$ cat config.mk
export PLATFORM = sky130hd
export DESIGN_NAME = servo_command_bridge
export DESIGN_NICKNAME = d
export VERILOG_FILES = /design/src/design/scb_pkg.sv /design/src/design/scb_pose_ram.sv /design/src/design/scb_frame_tx.sv /design/src/design/servo_command_bridge.sv
export SDC_FILE = /design/constraint.sdc
export NUM_CORES = 1
export LEC_CHECK = 0
export BUFFER_PORTS_ARGS = -buffer_cell sky130_fd_sc_hd__buf_2
export CAP_MARGIN = 25
export CELL_PAD_IN_SITES_DETAIL_PLACEMENT = 0
export CELL_PAD_IN_SITES_GLOBAL_PLACEMENT = 1
export CORE_MARGIN = 10
export CORE_UTILIZATION = 49
export CTS_BUF_LIST = sky130_fd_sc_hd__clkbuf_4
export CTS_CLUSTER_SIZE = 8
export DETAILED_ROUTE_END_ITERATION = 8
export GPL_TIMING_DRIVEN = 0
export PLACE_DENSITY = 0.78
export SYNTH_ARGS = -nofsm -noshare
export SYNTH_HDL_FRONTEND = slang
export SYNTH_SLANG_ARGS = --single-unit
$ cat constraint.sdc
create_clock -name clk -period 4.1 [get_ports clk]
set_input_delay 0 -clock clk [delete_from_list [all_inputs] [get_ports clk]]
set_output_delay 0 -clock clk [all_outputs]
set_load 0.02 [all_outputs]
$ cat src/design/scb_pkg.sv
`timescale 1ns / 1ps
`default_nettype none
// ----------------------------------------------------------------------------
// scb_pkg
// shared constants, frame request type and the angle to pulse mapping
// ----------------------------------------------------------------------------
package scb_pkg;

  localparam int SERVO_COUNT_DEF = 17;
  localparam int POSE_COUNT_DEF  = 5;

  localparam int PULSE_W = 14;

  localparam logic [7:0]         HEAD_BYTE   = 8'h80;
  localparam logic [7:0]         MAX_ID      = 8'd17;
  localparam logic [7:0]         LEAVE_BYTE  = 8'd129;
  localparam logic [7:0]         ENTER_TEACH = 8'd128;
  localparam logic [7:0]         ENTER_PLAY  = 8'd3;
  localparam logic [PULSE_W-1:0] PULSE_BASE  = 14'd6000;
  localparam logic [PULSE_W-1:0] PULSE_TEACH = 14'd7500;

  // one three-byte frame handed to the serializer
  typedef struct packed {
    logic [7:0]         head;
    logic [PULSE_W-1:0] pulse;
    logic               last;
  } frame_req_t;

  // pulse = angle * 20 + 6000, as two shifted copies and two adds
  function automatic logic [PULSE_W-1:0] to_pulse(input logic [7:0] angle);
    logic [PULSE_W-1:0] x16;
    logic [PULSE_W-1:0] x4;
    x16 = PULSE_W'({angle, 4'b0000});
    x4  = PULSE_W'({angle, 2'b00});
    return x16 + x4 + PULSE_BASE;
  endfunction

endpackage
`default_nettype wire

$ cat src/design/scb_pose_ram.sv
`timescale 1ns / 1ps
`default_nettype none
// ----------------------------------------------------------------------------
// scb_pose_ram
// angle store for one pose, one write port and one registered read port
// ----------------------------------------------------------------------------
module scb_pose_ram #(
  parameter int DEPTH = 17,
  parameter int AW    = 5
) (
  input  wire logic          clk,
  input  wire logic          we,
  input  wire logic [AW-1:0] waddr,
  input  wire logic [7:0]    wdata,
  input  wire logic          re,
  input  wire logic [AW-1:0] raddr,
  output logic      [7:0]    rdata
);

  logic [7:0] mem [DEPTH];

  always_ff @(posedge clk) begin
    if (we) begin
      mem[waddr] <= wdata;
    end
  end

  // write-first when a read meets a write to the same entry
  always_ff @(posedge clk) begin
    if (re) begin
      if (we && waddr == raddr) begin
        rdata <= wdata;
      end else begin
        rdata <= mem[raddr];
      end
    end
  end

endmodule
`default_nettype wire

$ cat src/design/scb_frame_tx.sv
`timescale 1ns / 1ps
`default_nettype none
// ----------------------------------------------------------------------------
// scb_frame_tx
// serializes one frame into head, pulse high seven bits, pulse low seven bits
// ----------------------------------------------------------------------------
module scb_frame_tx (
  input  wire logic               clk,
  input  wire logic               rst,
  input  wire logic               load,
  input  wire scb_pkg::frame_req_t req,
  output logic                    ready,
  output logic                    tx_valid,
  input  wire logic               tx_stall,
  output logic [7:0]              tx_byte,
  output logic                    last_byte
);
  import scb_pkg::*;

  typedef enum logic [1:0] {
    SEL_HEAD = 2'd0,
    SEL_HI   = 2'd1,
    SEL_LO   = 2'd2
  } byte_sel_t;

  logic       active;
  byte_sel_t  sel;
  frame_req_t frame;
  logic       advance;
  logic       emit;

  assign advance = !tx_valid || !tx_stall;
  assign emit    = active && advance;
  // a new frame may load in the cycle the final byte goes out
  assign ready   = !active || (advance && sel == SEL_LO);

  always_ff @(posedge clk) begin
    if (rst) begin
      active   <= 1'b0;
      tx_valid <= 1'b0;
      sel      <= SEL_HEAD;
    end else begin
      if (emit) begin
        tx_valid <= 1'b1;
        case (sel)
          SEL_HEAD: begin
            tx_byte   <= frame.head;
            last_byte <= 1'b0;
          end
          SEL_HI: begin
            tx_byte   <= {1'b0, frame.pulse[13:7]};
            last_byte <= 1'b0;
          end
          SEL_LO: begin
            tx_byte   <= {1'b0, frame.pulse[6:0]};
            last_byte <= frame.last;
          end
          default: begin
            tx_byte   <= frame.head;
            last_byte <= 1'b0;
          end
        endcase
      end else if (!tx_stall) begin
        tx_valid <= 1'b0;
      end
      if (load) begin
        active <= 1'b1;
        sel    <= SEL_HEAD;
        frame  <= req;
      end else if (emit) begin
        case (sel)
          SEL_HEAD: sel <= SEL_HI;
          SEL_HI:   sel <= SEL_LO;
          default: begin
            sel    <= SEL_HEAD;
            active <= 1'b0;
          end
        endcase
      end
    end
  end

endmodule
`default_nettype wire

$ cat src/design/servo_command_bridge.sv
`timescale 1ns / 1ps
`default_nettype none
// ----------------------------------------------------------------------------
// servo_command_bridge
// host byte stream to servo-bus command frames, idle / teach / play modes
// ----------------------------------------------------------------------------
// Each host byte is one request on the rx channel; each servo-bus byte is one
// request on the tx channel, with last_byte set on the final byte that a host
// byte causes. Frames are three bytes: head, pulse[13:7], pulse[6:0], with
// pulse = angle*20 + 6000. Bytes that only change mode or buffer an angle are
// taken with no rx hold. A byte that yields one frame (idle 128 or 129, or the
// angle of a teach pair) holds the rx side until the frame serializer takes
// the frame, then the three bytes drain from the tx register while the next
// host byte is already accepted. The byte that completes a pose starts a burst
// of SERVO_COUNT frames read back one entry at a time from the pose memory;
// the serializer, at one tx byte per cycle while tx does not stall, sets the
// pace, and rx is held until the last frame has been handed over. The first
// playback read goes out in the same cycle as the write of the completing
// angle; with a one-servo pose both hit the same entry and the pose memory
// forwards the write data. All other playback reads happen while rx is held,
// so no write can meet them. The pose memory has no reset; every entry is
// written before the burst reads it.
// ----------------------------------------------------------------------------
module servo_command_bridge #(
  parameter int SERVO_COUNT = scb_pkg::SERVO_COUNT_DEF,
  parameter int POSE_COUNT  = scb_pkg::POSE_COUNT_DEF
) (
  input  wire logic       clk,
  input  wire logic       rst,
  input  wire logic       rx_valid,
  output logic            rx_stall,
  input  wire logic [7:0] rx_byte,
  output logic            tx_valid,
  input  wire logic       tx_stall,
  output logic      [7:0] tx_byte,
  output logic            last_byte
);
  import scb_pkg::*;

  localparam int IDX_W  = (SERVO_COUNT > 1) ? $clog2(SERVO_COUNT) : 1;
  localparam int PLAY_W = (POSE_COUNT > 1) ? $clog2(POSE_COUNT) : 1;
  localparam logic [IDX_W-1:0]  LAST_IDX  = IDX_W'(SERVO_COUNT - 1);
  localparam logic [PLAY_W-1:0] LAST_POSE = PLAY_W'(POSE_COUNT - 1);

  typedef enum logic [1:0] {
    MODE_IDLE  = 2'd0,
    MODE_TEACH = 2'd1,
    MODE_PLAY  = 2'd2
  } mode_t;

  typedef enum logic [1:0] {
    ST_IN     = 2'd0,  // waiting for a host byte
    ST_SINGLE = 2'd1,  // one frame waits for the serializer
    ST_BURST  = 2'd2   // pose playback, one frame per memory read
  } state_t;

  state_t             state;
  mode_t              mode;
  logic               id_pending;
  logic [4:0]         held_id;
  logic [PLAY_W-1:0]  play_count;
  logic [IDX_W-1:0]   pose_fill;
  logic [IDX_W-1:0]   burst_idx;
  logic [7:0]         pend_head;
  logic [PULSE_W-1:0] pend_pulse;

  logic               rx_acc;
  logic               pose_we;
  logic               pose_done;
  logic               burst_last;
  logic               rd_en;
  logic [IDX_W-1:0]   rd_addr;
  logic [7:0]         rd_data;
  logic               frame_ready;
  logic               frame_load;
  frame_req_t         frame_req;

  // request handshake on the host side
  assign rx_stall = (state != ST_IN);
  assign rx_acc   = rx_valid && !rx_stall;

  // angle capture in play mode
  assign pose_we    = rx_acc && (mode == MODE_PLAY);
  assign pose_done  = pose_we && (pose_fill == LAST_IDX);
  assign burst_last = (burst_idx == LAST_IDX);

  // first read goes out with the completing byte, the next with each frame load
  always_comb begin
    rd_en   = 1'b0;
    rd_addr = '0;
    if (pose_done) begin
      rd_en = 1'b1;
    end else if (state == ST_BURST && frame_ready && !burst_last) begin
      rd_en   = 1'b1;
      rd_addr = IDX_W'(burst_idx + 1'b1);
    end
  end

  // frame source: held single frame or the current pose entry
  always_comb begin
    frame_load = 1'b0;
    frame_req  = '{head: pend_head, pulse: pend_pulse, last: 1'b1};
    case (state)
      ST_SINGLE: frame_load = frame_ready;
      ST_BURST: begin
        frame_load = frame_ready;
        frame_req  = '{head:  HEAD_BYTE + 8'(burst_idx),
                       pulse: to_pulse(rd_data),
                       last:  burst_last};
      end
      default: frame_load = 1'b0;
    endcase
  end

  scb_pose_ram #(
    .DEPTH (SERVO_COUNT),
    .AW    (IDX_W)
  ) u_pose_ram (
    .clk   (clk),
    .we    (pose_we),
    .waddr (pose_fill),
    .wdata (rx_byte),
    .re    (rd_en),
    .raddr (rd_addr),
    .rdata (rd_data)
  );

  scb_frame_tx u_frame_tx (
    .clk       (clk),
    .rst       (rst),
    .load      (frame_load),
    .req       (frame_req),
    .ready     (frame_ready),
    .tx_valid  (tx_valid),
    .tx_stall  (tx_stall),
    .tx_byte   (tx_byte),
    .last_byte (last_byte)
  );

  always_ff @(posedge clk) begin
    if (rst) begin
      state      <= ST_IN;
      mode       <= MODE_IDLE;
      id_pending <= 1'b0;
      held_id    <= '0;
      play_count <= '0;
      pose_fill  <= '0;
      burst_idx  <= '0;
    end else begin
      case (state)
        ST_IN: begin
          if (rx_acc) begin
            case (mode)
              MODE_TEACH: begin
                if (!id_pending) begin
                  if (rx_byte == LEAVE_BYTE) begin
                    mode <= MODE_IDLE;
                  end else if (rx_byte <= MAX_ID) begin
                    held_id    <= rx_byte[4:0];
                    id_pending <= 1'b1;
                  end
                end else begin
                  // angle of the pair: one frame for the held id
                  pend_head  <= HEAD_BYTE + {3'b000, held_id};
                  pend_pulse <= to_pulse(rx_byte);
                  id_pending <= 1'b0;
                  state      <= ST_SINGLE;
                end
              end
              MODE_PLAY: begin
                if (pose_fill == LAST_IDX) begin
                  pose_fill <= '0;
                  burst_idx <= '0;
                  state     <= ST_BURST;
                  if (play_count == LAST_POSE) begin
                    play_count <= '0;
                    mode       <= MODE_IDLE;
                  end else begin
                    play_count <= PLAY_W'(play_count + 1'b1);
                  end
                end else begin
                  pose_fill <= IDX_W'(pose_fill + 1'b1);
                end
              end
              default: begin
                if (rx_byte == ENTER_TEACH) begin
                  pend_head  <= HEAD_BYTE;
                  pend_pulse <= PULSE_TEACH;
                  mode       <= MODE_TEACH;
                  id_pending <= 1'b0;
                  state      <= ST_SINGLE;
                end else if (rx_byte == ENTER_PLAY) begin
                  mode       <= MODE_PLAY;
                  play_count <= '0;
                  pose_fill  <= '0;
                end else begin
                  // idle, and the unused mode code behaves as idle
                  mode <= MODE_IDLE;
                  if (rx_byte == LEAVE_BYTE) begin
                    pend_head  <= HEAD_BYTE;
                    pend_pulse <= PULSE_BASE;
                    state      <= ST_SINGLE;
                  end
                end
              end
            endcase
          end
        end
        ST_SINGLE: begin
          if (frame_ready) begin
            state <= ST_IN;
          end
        end
        ST_BURST: begin
          if (frame_ready) begin
            if (burst_last) begin
              state <= ST_IN;
            end else begin
              burst_idx <= IDX_W'(burst_idx + 1'b1);
            end
          end
        end
        default: state <= ST_IN;
      endcase
    end
  end

  // a held teach id only exists inside teach mode
  a_id_in_teach: assert property (@(posedge clk) disable iff (rst)
    id_pending |-> mode == MODE_TEACH)
    else $error("teach id held outside teach mode");

  // a completed pose always starts playback
  a_pose_starts_burst: assert property (@(posedge clk) disable iff (rst)
    pose_done |=> state == ST_BURST && burst_idx == '0)
    else $error("completed pose did not start playback");

  // playback index and fill never run past the pose
  a_index_range: assert property (@(posedge clk) disable iff (rst)
    burst_idx <= LAST_IDX && pose_fill <= LAST_IDX)
    else $error("pose index out of range");

  // handing over the final frame reopens the host side
  a_burst_end: assert property (@(posedge clk) disable iff (rst)
    (state == ST_BURST && frame_ready && burst_last) |=> state == ST_IN)
    else $error("playback did not end after the final frame");

endmodule
`default_nettype wire
After elaboration in Yosys (flattened, before gate mapping)
Memory sizes are Yosys's and may differ from the RTL's. A register that Yosys moved wholly into a read port is not among the register bits.
Index checks and enable logic that the tools add are counted.
{"block": "totals", "out_inout_bits": 11, "mem_bits_rw": 136, "mem_count": 1, "ff_bits": 81, "inputBits": 12}
{"block": "classes", "reduce_logical": 36, "bitwise": 5, "muxes": 63, "magnitude_cmp": 1, "n_addsub": 9, "eq_ne": 32}
{"memory": "u_pose_ram.mem", "depth": 17, "width": 8, "rd": 1, "rd_clocked_by_memory_dff": 1, "wr": 1, "line_no": "scb_pose_ram.sv:20", "source": "logic [7:0] mem [DEPTH];"}
{"cell": "14-bit two-way mux", "n": 4}
{"cell": "5-bit two-way mux", "n": 10}
{"cell": "8-bit two-way mux", "n": 4}
{"cell": "8-bit one-hot mux with 2 select lines", "n": 2}
{"cell": "2-bit two-way mux", "n": 15}
{"cell": "13-bit by 13-bit adder with 14-bit output, second input constant", "n": 2}
{"cell": "14-bit one-hot mux with 2 select lines", "n": 1}
{"cell": "12-bit by 10-bit adder with 13-bit output", "n": 2}
{"cell": "6-bit AND reduction", "n": 4}
{"cell": "23-bit two-way mux", "n": 1}
{"cell": "2-bit inequality test, second input constant", "n": 11}
{"cell": "5-bit one-hot mux with 2 select lines", "n": 2}
{"cell": "8-bit by 5-bit adder with 8-bit output, first input constant", "n": 2}
{"cell": "8-bit == test, second input constant", "n": 2}
{"cell": "1-bit two-way mux", "n": 14}
{"cell": "3-bit two-way mux", "n": 4}
{"cell": "2-bit one-hot mux with 2 select lines", "n": 3}
{"cell": "5-bit by 1-bit adder with 5-bit output, second input constant", "n": 2}
{"cell": "5-bit == test, second input constant", "n": 2}
{"cell": "5-bit by 4-bit inequality test with 1-bit output, second input constant", "n": 2}
{"cell": "2-bit nonzero test", "n": 5}
{"cell": "8-bit by 2-bit == test with 1-bit output, second input constant", "n": 1}
{"cell": "8-bit by 5-bit less-or-equal comparator with 1-bit output, second input constant", "n": 1}
{"cell": "2-bit by 1-bit inequality test with 1-bit output, second input constant", "n": 4}
{"cell": "other kinds (21)", "n": 46}

Logic depth before layout (Yosys ltp)
{"block": "depth", "word_depth": 8, "depth_mapped": 13, "mapped_depth_nobuf": 12}

Modules after synthesis
From an unflattened synthesis, not the netlist that was laid out.
{"block": "unflattened", "cells_unflattened": 744, "area_unflattened_um2": 10411.2}
{"mod": "scb_pose_ram", "instances": 1, "cells_per_inst": 281, "area_per_inst_um2": 5728.0}
{"mod": "servo_command_bridge", "instances": 1, "cells_per_inst": 378, "area_per_inst_um2": 3305.7}
{"mod": "scb_frame_tx", "instances": 1, "cells_per_inst": 85, "area_per_inst_um2": 1377.6}

Worst setup path before layout
No wires, ideal clock.
{"block": "synth_timing", "path_type": "reg-to-reg", "startpoint": "register state[1]", "endpoint": "register pend_head[0] (enable)", "path_stages_with_launch": 6, "arrival_ns": 3.732, "synth_period_minus_slack_ns": 4.217, "setup_slack_ns": -0.117, "cell_sequence": "dfxtp_1 -> inv_1 -> ha_1 -> clkbuf_1 -> nand2_1 -> a2111oi_0"}
{"block": "synth_between", "elab_chain_len": 4, "elab_cells_between_ends": 5, "cone_classes": "5 x reduce/logical"}
{"item": "from (decl)", "line_no": "servo_command_bridge.sv:57", "source": "state_t state;"}
{"item": "from (signal assigned)", "line_no": "servo_command_bridge.sv:142", "source": "state <= ST_IN;"}
{"item": "from (signal assigned)", "line_no": "servo_command_bridge.sv:167", "source": "state <= ST_SINGLE;"}
{"item": "from (signal assigned)", "line_no": "servo_command_bridge.sv:174", "source": "state <= ST_BURST;"}
{"item": "2-bit nonzero test", "line_no": "servo_command_bridge.sv:79", "source": "assign rx_stall = (state != ST_IN);"}
{"item": "1-bit zero test", "line_no": "servo_command_bridge.sv:80", "source": "assign rx_acc = rx_valid && !rx_stall;"}
{"item": "1-bit logical AND", "line_no": "servo_command_bridge.sv:80"}
{"item": "7-bit AND reduction (no line) (*)"}
{"item": "to (signal assigned)", "line_no": "servo_command_bridge.sv:164", "source": "pend_head <= HEAD_BYTE + {3'b000, held_id};"}
{"item": "to (decl)", "line_no": "servo_command_bridge.sv:64", "source": "logic [7:0] pend_head;"}
Mark *: on every way between the ends. The rest lies on a longest branch, timed or not.
A chain may end at the register's enable or synchronous reset.

Final worst setup path
{"block": "layout_timing", "startpoint": "register burst_idx[0]", "endpoint": "register u_pose_ram.rdata[7] (read register of u_pose_ram.mem) (data pin)"}
{"block": "layout_between", "elab_chain_len": 5, "elab_cells_between_ends": 8, "cone_classes": "1 x add/sub; 1 x eq/ne; 4 x mux; 2 x reduce/logical"}
{"item": "from (decl)", "line_no": "servo_command_bridge.sv:63", "source": "logic [IDX_W-1:0] burst_idx;"}
{"item": "from (signal assigned)", "line_no": "servo_command_bridge.sv:219", "source": "burst_idx <= IDX_W'(burst_idx + 1'b1);"}
{"item": "parallel branches: the longest is 5 deep, another holds 5-bit by 1-bit adder with 5-bit output"}
{"item": "to (decl)", "line_no": "scb_pose_ram.sv:17", "source": "output logic [7:0] rdata"}
Parallel ways; which one is timed is not known.

==> impl_results.html <==
<table>
<tr><th>Metric</th><th>Value</th></tr>
<tr><th colspan="2">Run status</th></tr>
<tr><td>Outcome</td><td>finished clean</td></tr>
<tr><th colspan="2">Synthesis</th></tr>
<tr><td>Mapped Area</td><td>10100 um2</td></tr>
<tr><td>Number of standard cells after synthesis</td><td>763</td></tr>
<tr><td>Yosys synthesis warning count</td><td>0</td></tr>
<tr><td>Dominant cells by area after synthesis</td><td>sky130_fd_sc_hd__edfxtp_1, sky130_fd_sc_hd__ha_1, sky130_fd_sc_hd__dfxtp_1</td></tr>
<tr><td>Mean Syn Cell Area</td><td>13.2 um2</td></tr>
<tr><td>Number of distinct library cells after synthesis</td><td>66</td></tr>
<tr><td>Cell type with the largest total area after synthesis</td><td>sky130_fd_sc_hd__edfxtp_1</td></tr>
<tr><td>Count of state elements after synthesis</td><td>215</td></tr>
<tr><td>Share of flip-flops with an asynchronous set or reset</td><td>0%</td></tr>
<tr><td>Share of synthesized area occupied by flip-flops and latches</td><td>61.5%</td></tr>
<tr><td>Dominant synthesized flop cell</td><td>sky130_fd_sc_hd__edfxtp_1</td></tr>
<tr><td>Net count of the mapped netlist</td><td>822</td></tr>
<tr><td>Count of flip-flops with a built-in enable after synthesis</td><td>188</td></tr>
<tr><td>Area share of the leading cell type in the synthesized netlist</td><td>56.1%</td></tr>
<tr><th colspan="2">GRT</th></tr>
<tr><td>Overflow after GRT</td><td>0</td></tr>
<tr><td>Global-route wire length before repair</td><td>34200 um</td></tr>
<tr><td>Via count of the first global-routing pass</td><td>6528</td></tr>
<tr><td>Maximum number of pins on one net before global-route repair</td><td>23</td></tr>
<tr><td>Number of antenna violations at the first check in global routing</td><td>1</td></tr>
<tr><td>Aggregate global-route resource usage</td><td>16.5%</td></tr>
<tr><th colspan="2">STA</th></tr>
<tr><td>Setup repair after global routing missed its margin</td><td>false</td></tr>
<tr><td>Final clock period utilization by the worst path</td><td>91.9%</td></tr>
<tr><td>Final Critical Period</td><td>3770 ps</td></tr>
<tr><td>Final-report hold violation count</td><td>0</td></tr>
<tr><td>Setup Skew</td><td>50.0 ps</td></tr>
<tr><td>Max Clk Rate</td><td>265 MHz</td></tr>
<tr><td>Least setup slack across all paths after layout</td><td>333 ps</td></tr>
<tr><td>Final setup violation count</td><td>0</td></tr>
<tr><td>Slew HR</td><td>37.3%</td></tr>
<tr><td>Slew at the pin with the worst max-slew slack</td><td>937 ps</td></tr>
<tr><td>Worst hold slack</td><td>153 ps</td></tr>
<tr><td>Max-slew violation count</td><td>0</td></tr>
<tr><th colspan="2">Placed design</th></tr>
<tr><td>Cell area after placement</td><td>10500 um2</td></tr>
<tr><td>Placed wire-length estimate</td><td>15200 um</td></tr>
<tr><td>Final estimated routing congestion in global placement</td><td>0.892</td></tr>
<tr><td>Number of placed cells counting well taps</td><td>1057</td></tr>
<tr><td>Number of port buffers</td><td>21</td></tr>
<tr><td>Minimum setup slack after placement</td><td>-322 ps</td></tr>
<tr><th colspan="2">Power and ir drop</th></tr>
<tr><td>Power density over cell area</td><td>366 nW/um2</td></tr>
<tr><td>Lkg Pwr</td><td>4.05 nW</td></tr>
<tr><td>Worst IR drop on VDD</td><td>0.329 mV</td></tr>
<tr><th colspan="2">Clock tree</th></tr>
<tr><td>CTS HTree Levels</td><td>2</td></tr>
<tr><td>Clock Latency Late Sink</td><td>680 ps</td></tr>
<tr><td>CTS Sinks</td><td>215</td></tr>
<tr><td>Max Root-Sink Buffers</td><td>3</td></tr>
<tr><td>Clock-pin slew on the worst setup and hold paths</td><td>70 ps</td></tr>
<tr><td>Clock tree from TritonCTS</td><td>done</td></tr>
<tr><td>Root buffer selected by CTS</td><td>sky130_fd_sc_hd__clkbuf_4</td></tr>
<tr><td>Total CTS buffers</td><td>55</td></tr>
<tr><th colspan="2">Drt</th></tr>
<tr><td>DRC violations left</td><td>0</td></tr>
<tr><td>Via density per instance</td><td>5.44</td></tr>
<tr><td>Post-route ant nets</td><td>0</td></tr>
<tr><td>Via count</td><td>6330</td></tr>
<tr><td>Number of iterations in the first detailed-routing pass</td><td>5</td></tr>
<tr><td>Detailed-route wire length</td><td>21900 um</td></tr>
<tr><td>Detailed router's first-iteration violation count</td><td>325</td></tr>
<tr><td>Wire length per cell after detailed routing</td><td>18.8 um</td></tr>
<tr><th colspan="2">Die</th></tr>
<tr><td>I/O pin cnt</td><td>23</td></tr>
<tr><td>Die area</td><td>26700 um2</td></tr>
<tr><td>Vert. Die Dim</td><td>163 um</td></tr>
<tr><td>Row count</td><td>52</td></tr>
<tr><td>Width of the die</td><td>163 um</td></tr>
<tr><td>Core box area</td><td>20200 um2</td></tr>
<tr><td>Starting utilization of the core area</td><td>49.7%</td></tr>
<tr><th colspan="2">Setup path</th></tr>
<tr><td>Category of the critical setup timing path</td><td>register to register</td></tr>
<tr><td>Capture point of the critical path</td><td>u_pose_ram.rdata[7]</td></tr>
<tr><td>Arrival time reported for the critical path endpoint</td><td>4140 ps</td></tr>
<tr><td>R2R Path Start</td><td>burst_idx[0]</td></tr>
<tr><td>Element type at the critical path start</td><td>register</td></tr>
<tr><td>Crit path launch</td><td>burst_idx[0]</td></tr>
<tr><td>Worst endpoint required time</td><td>4470 ps</td></tr>
<tr><td>Maximum fanout along the worst path</td><td>10</td></tr>
<tr><td>Worst setup EP type</td><td>register</td></tr>
<tr><td>Endpoint of the worst-slack reg-to-reg timing path</td><td>u_pose_ram.rdata[7]</td></tr>
<tr><td>Depth of the worst register-to-register path</td><td>11</td></tr>
<tr><td>Internal reg-to-reg setup slack</td><td>330 ps</td></tr>
<tr><th colspan="2">Layout</th></tr>
<tr><td>Commonest non-fill, non-tap cell in the layout</td><td>sky130_fd_sc_hd__edfxtp_1</td></tr>
<tr><td>Nets@finish</td><td>913</td></tr>
<tr><td>Post-route cell area</td><td>11300 um2</td></tr>
<tr><td>Fraction of final layout cells sized beyond drive strength 1</td><td>19.5%</td></tr>
<tr><td>Highest-count cells in the layout ignoring fill and taps</td><td>sky130_fd_sc_hd__edfxtp_1, sky130_fd_sc_hd__inv_1, sky130_fd_sc_hd__clkbuf_4</td></tr>
<tr><td>Final standard cell count with taps included and fillers excluded</td><td>1163</td></tr>
<tr><td>Fraction of the core area covered by cells at the end of the flow</td><td>55.8%</td></tr>
<tr><td>Layout overhead on the synthesized area</td><td>12.2%</td></tr>
<tr><th colspan="2">Flow run</th></tr>
<tr><td># Max-Cap Violations</td><td>0</td></tr>
<tr><th colspan="2">Min path</th></tr>
<tr><td>Hold WC Path Type</td><td>primary input to register</td></tr>
</table>
[critical path: stages (launching register included)]
cell                       delay (ps)
sky130_fd_sc_hd__dfxtp_1          330
sky130_fd_sc_hd__clkbuf_1         360
sky130_fd_sc_hd__clkbuf_4         400
sky130_fd_sc_hd__clkbuf_2         310
sky130_fd_sc_hd__inv_1             80
sky130_fd_sc_hd__ha_2             180
sky130_fd_sc_hd__and4bb_4         210
sky130_fd_sc_hd__a211o_4          390
sky130_fd_sc_hd__nand2b_1         200
sky130_fd_sc_hd__a21oi_1          570
sky130_fd_sc_hd__o221a_2          350
sky130_fd_sc_hd__a221oi_2          90
[cell usage after synthesis, types with 16 or more instances]
master and n:
sky130_fd_sc_hd__mux2i_1 45, sky130_fd_sc_hd__edfxtp_1 188, sky130_fd_sc_hd__clkbuf_1 17, sky130_fd_sc_hd__and2_1 16, sky130_fd_sc_hd__nand2_1 33, sky130_fd_sc_hd__inv_1 70
sky130_fd_sc_hd__ha_1 45, sky130_fd_sc_hd__mux2_2 21, sky130_fd_sc_hd__nor2_1 59, sky130_fd_sc_hd__nand3_1 16, sky130_fd_sc_hd__o21ai_0 21, sky130_fd_sc_hd__dfxtp_1 27
sky130_fd_sc_hd__a21oi_1 41
[routing by layer]
metal  track usage, %  wire (um)
met5                0          0
met4             7.17        641
met3             3.80       1260
met2             27.2      10600
met1             20.5       9410
[stage by stage]
| stage | setup TNS (ps) | power, mW |
|---|---|---|
| finish | 0 | 4.13 |
| global route | 0 | 4.31 |
| CTS | 0 | 4.18 |
| detailed placement | -2090 | 2.54 |
| global placement | -4810 | 2.53 |
| floorplan | 0 | 2.48 |
[kinds of logic after synthesis]
logic type               share of synthesized area [%]
AO/OA/AOI/OAI                                     9.92
AND/OR/NAND/NOR                                   8.44
flip-flops                                        61.5
buffers and inverters                             4.36
adder cells (fa/ha/maj)                           5.99
multiplexers                                      8.61
XOR/XNOR                                          1.22
[power breakdown]
part	total [mW]	switching, mW	internal [mW]
combinational	0.128	0.0818	0.0463
clock	1.64	0.842	0.796
sequential	2.37	0.000557	2.37
[registers in the layout, indices dropped and copies added (netlist names), 8 cells and up]
| name | cells |
|---|---|
| pend_pulse | 12 |
| u_frame_tx.frame | 18 |
| u_frame_tx.tx_byte | 8 |
| u_pose_ram.mem | 136 |
| u_pose_ram.rdata | 8 |
[layout make-up]
type / instances / area, um2
fillers: 1668 / 8940
well taps: 270 / 338
clock inverters: 25 / 114
clock buffers: 69 / 518
flip-flops and latches: 215 / 6190
plain buffers: 32 / 175
multi-input cells: 444 / 3450
repair buffers: 35 / 241
diodes: 2 / 5.00
inverters: 71 / 267
[what timing repair did]
| item | CTS | global route |
|---|---|---|
| setup endpoints to repair | 8 | 8 |
| cloned | 0 | 0 |
| hold endpoints to repair | 168 | 0 |
| buffers inserted | 0 | 0 |
| gates resized for setup | 1 | 6 |
| hold buffers | 11 | 0 |
[worst min path at each step]
stage	startpoint	endpoint	slack (ps)	depth (start not counted)
global placement	tx_stall	u_frame_tx.tx_valid	260	3
floorplan	rx_byte[0]	u_pose_ram.mem[0][0]	100	0
CTS	tx_stall	u_frame_tx.tx_valid	100	4
finish	tx_stall	u_frame_tx.tx_valid	150	4
global route	tx_stall	u_frame_tx.tx_valid	150	4
detailed placement	tx_stall	u_frame_tx.tx_valid	290	3
Power figures use the tool's default switching activity.
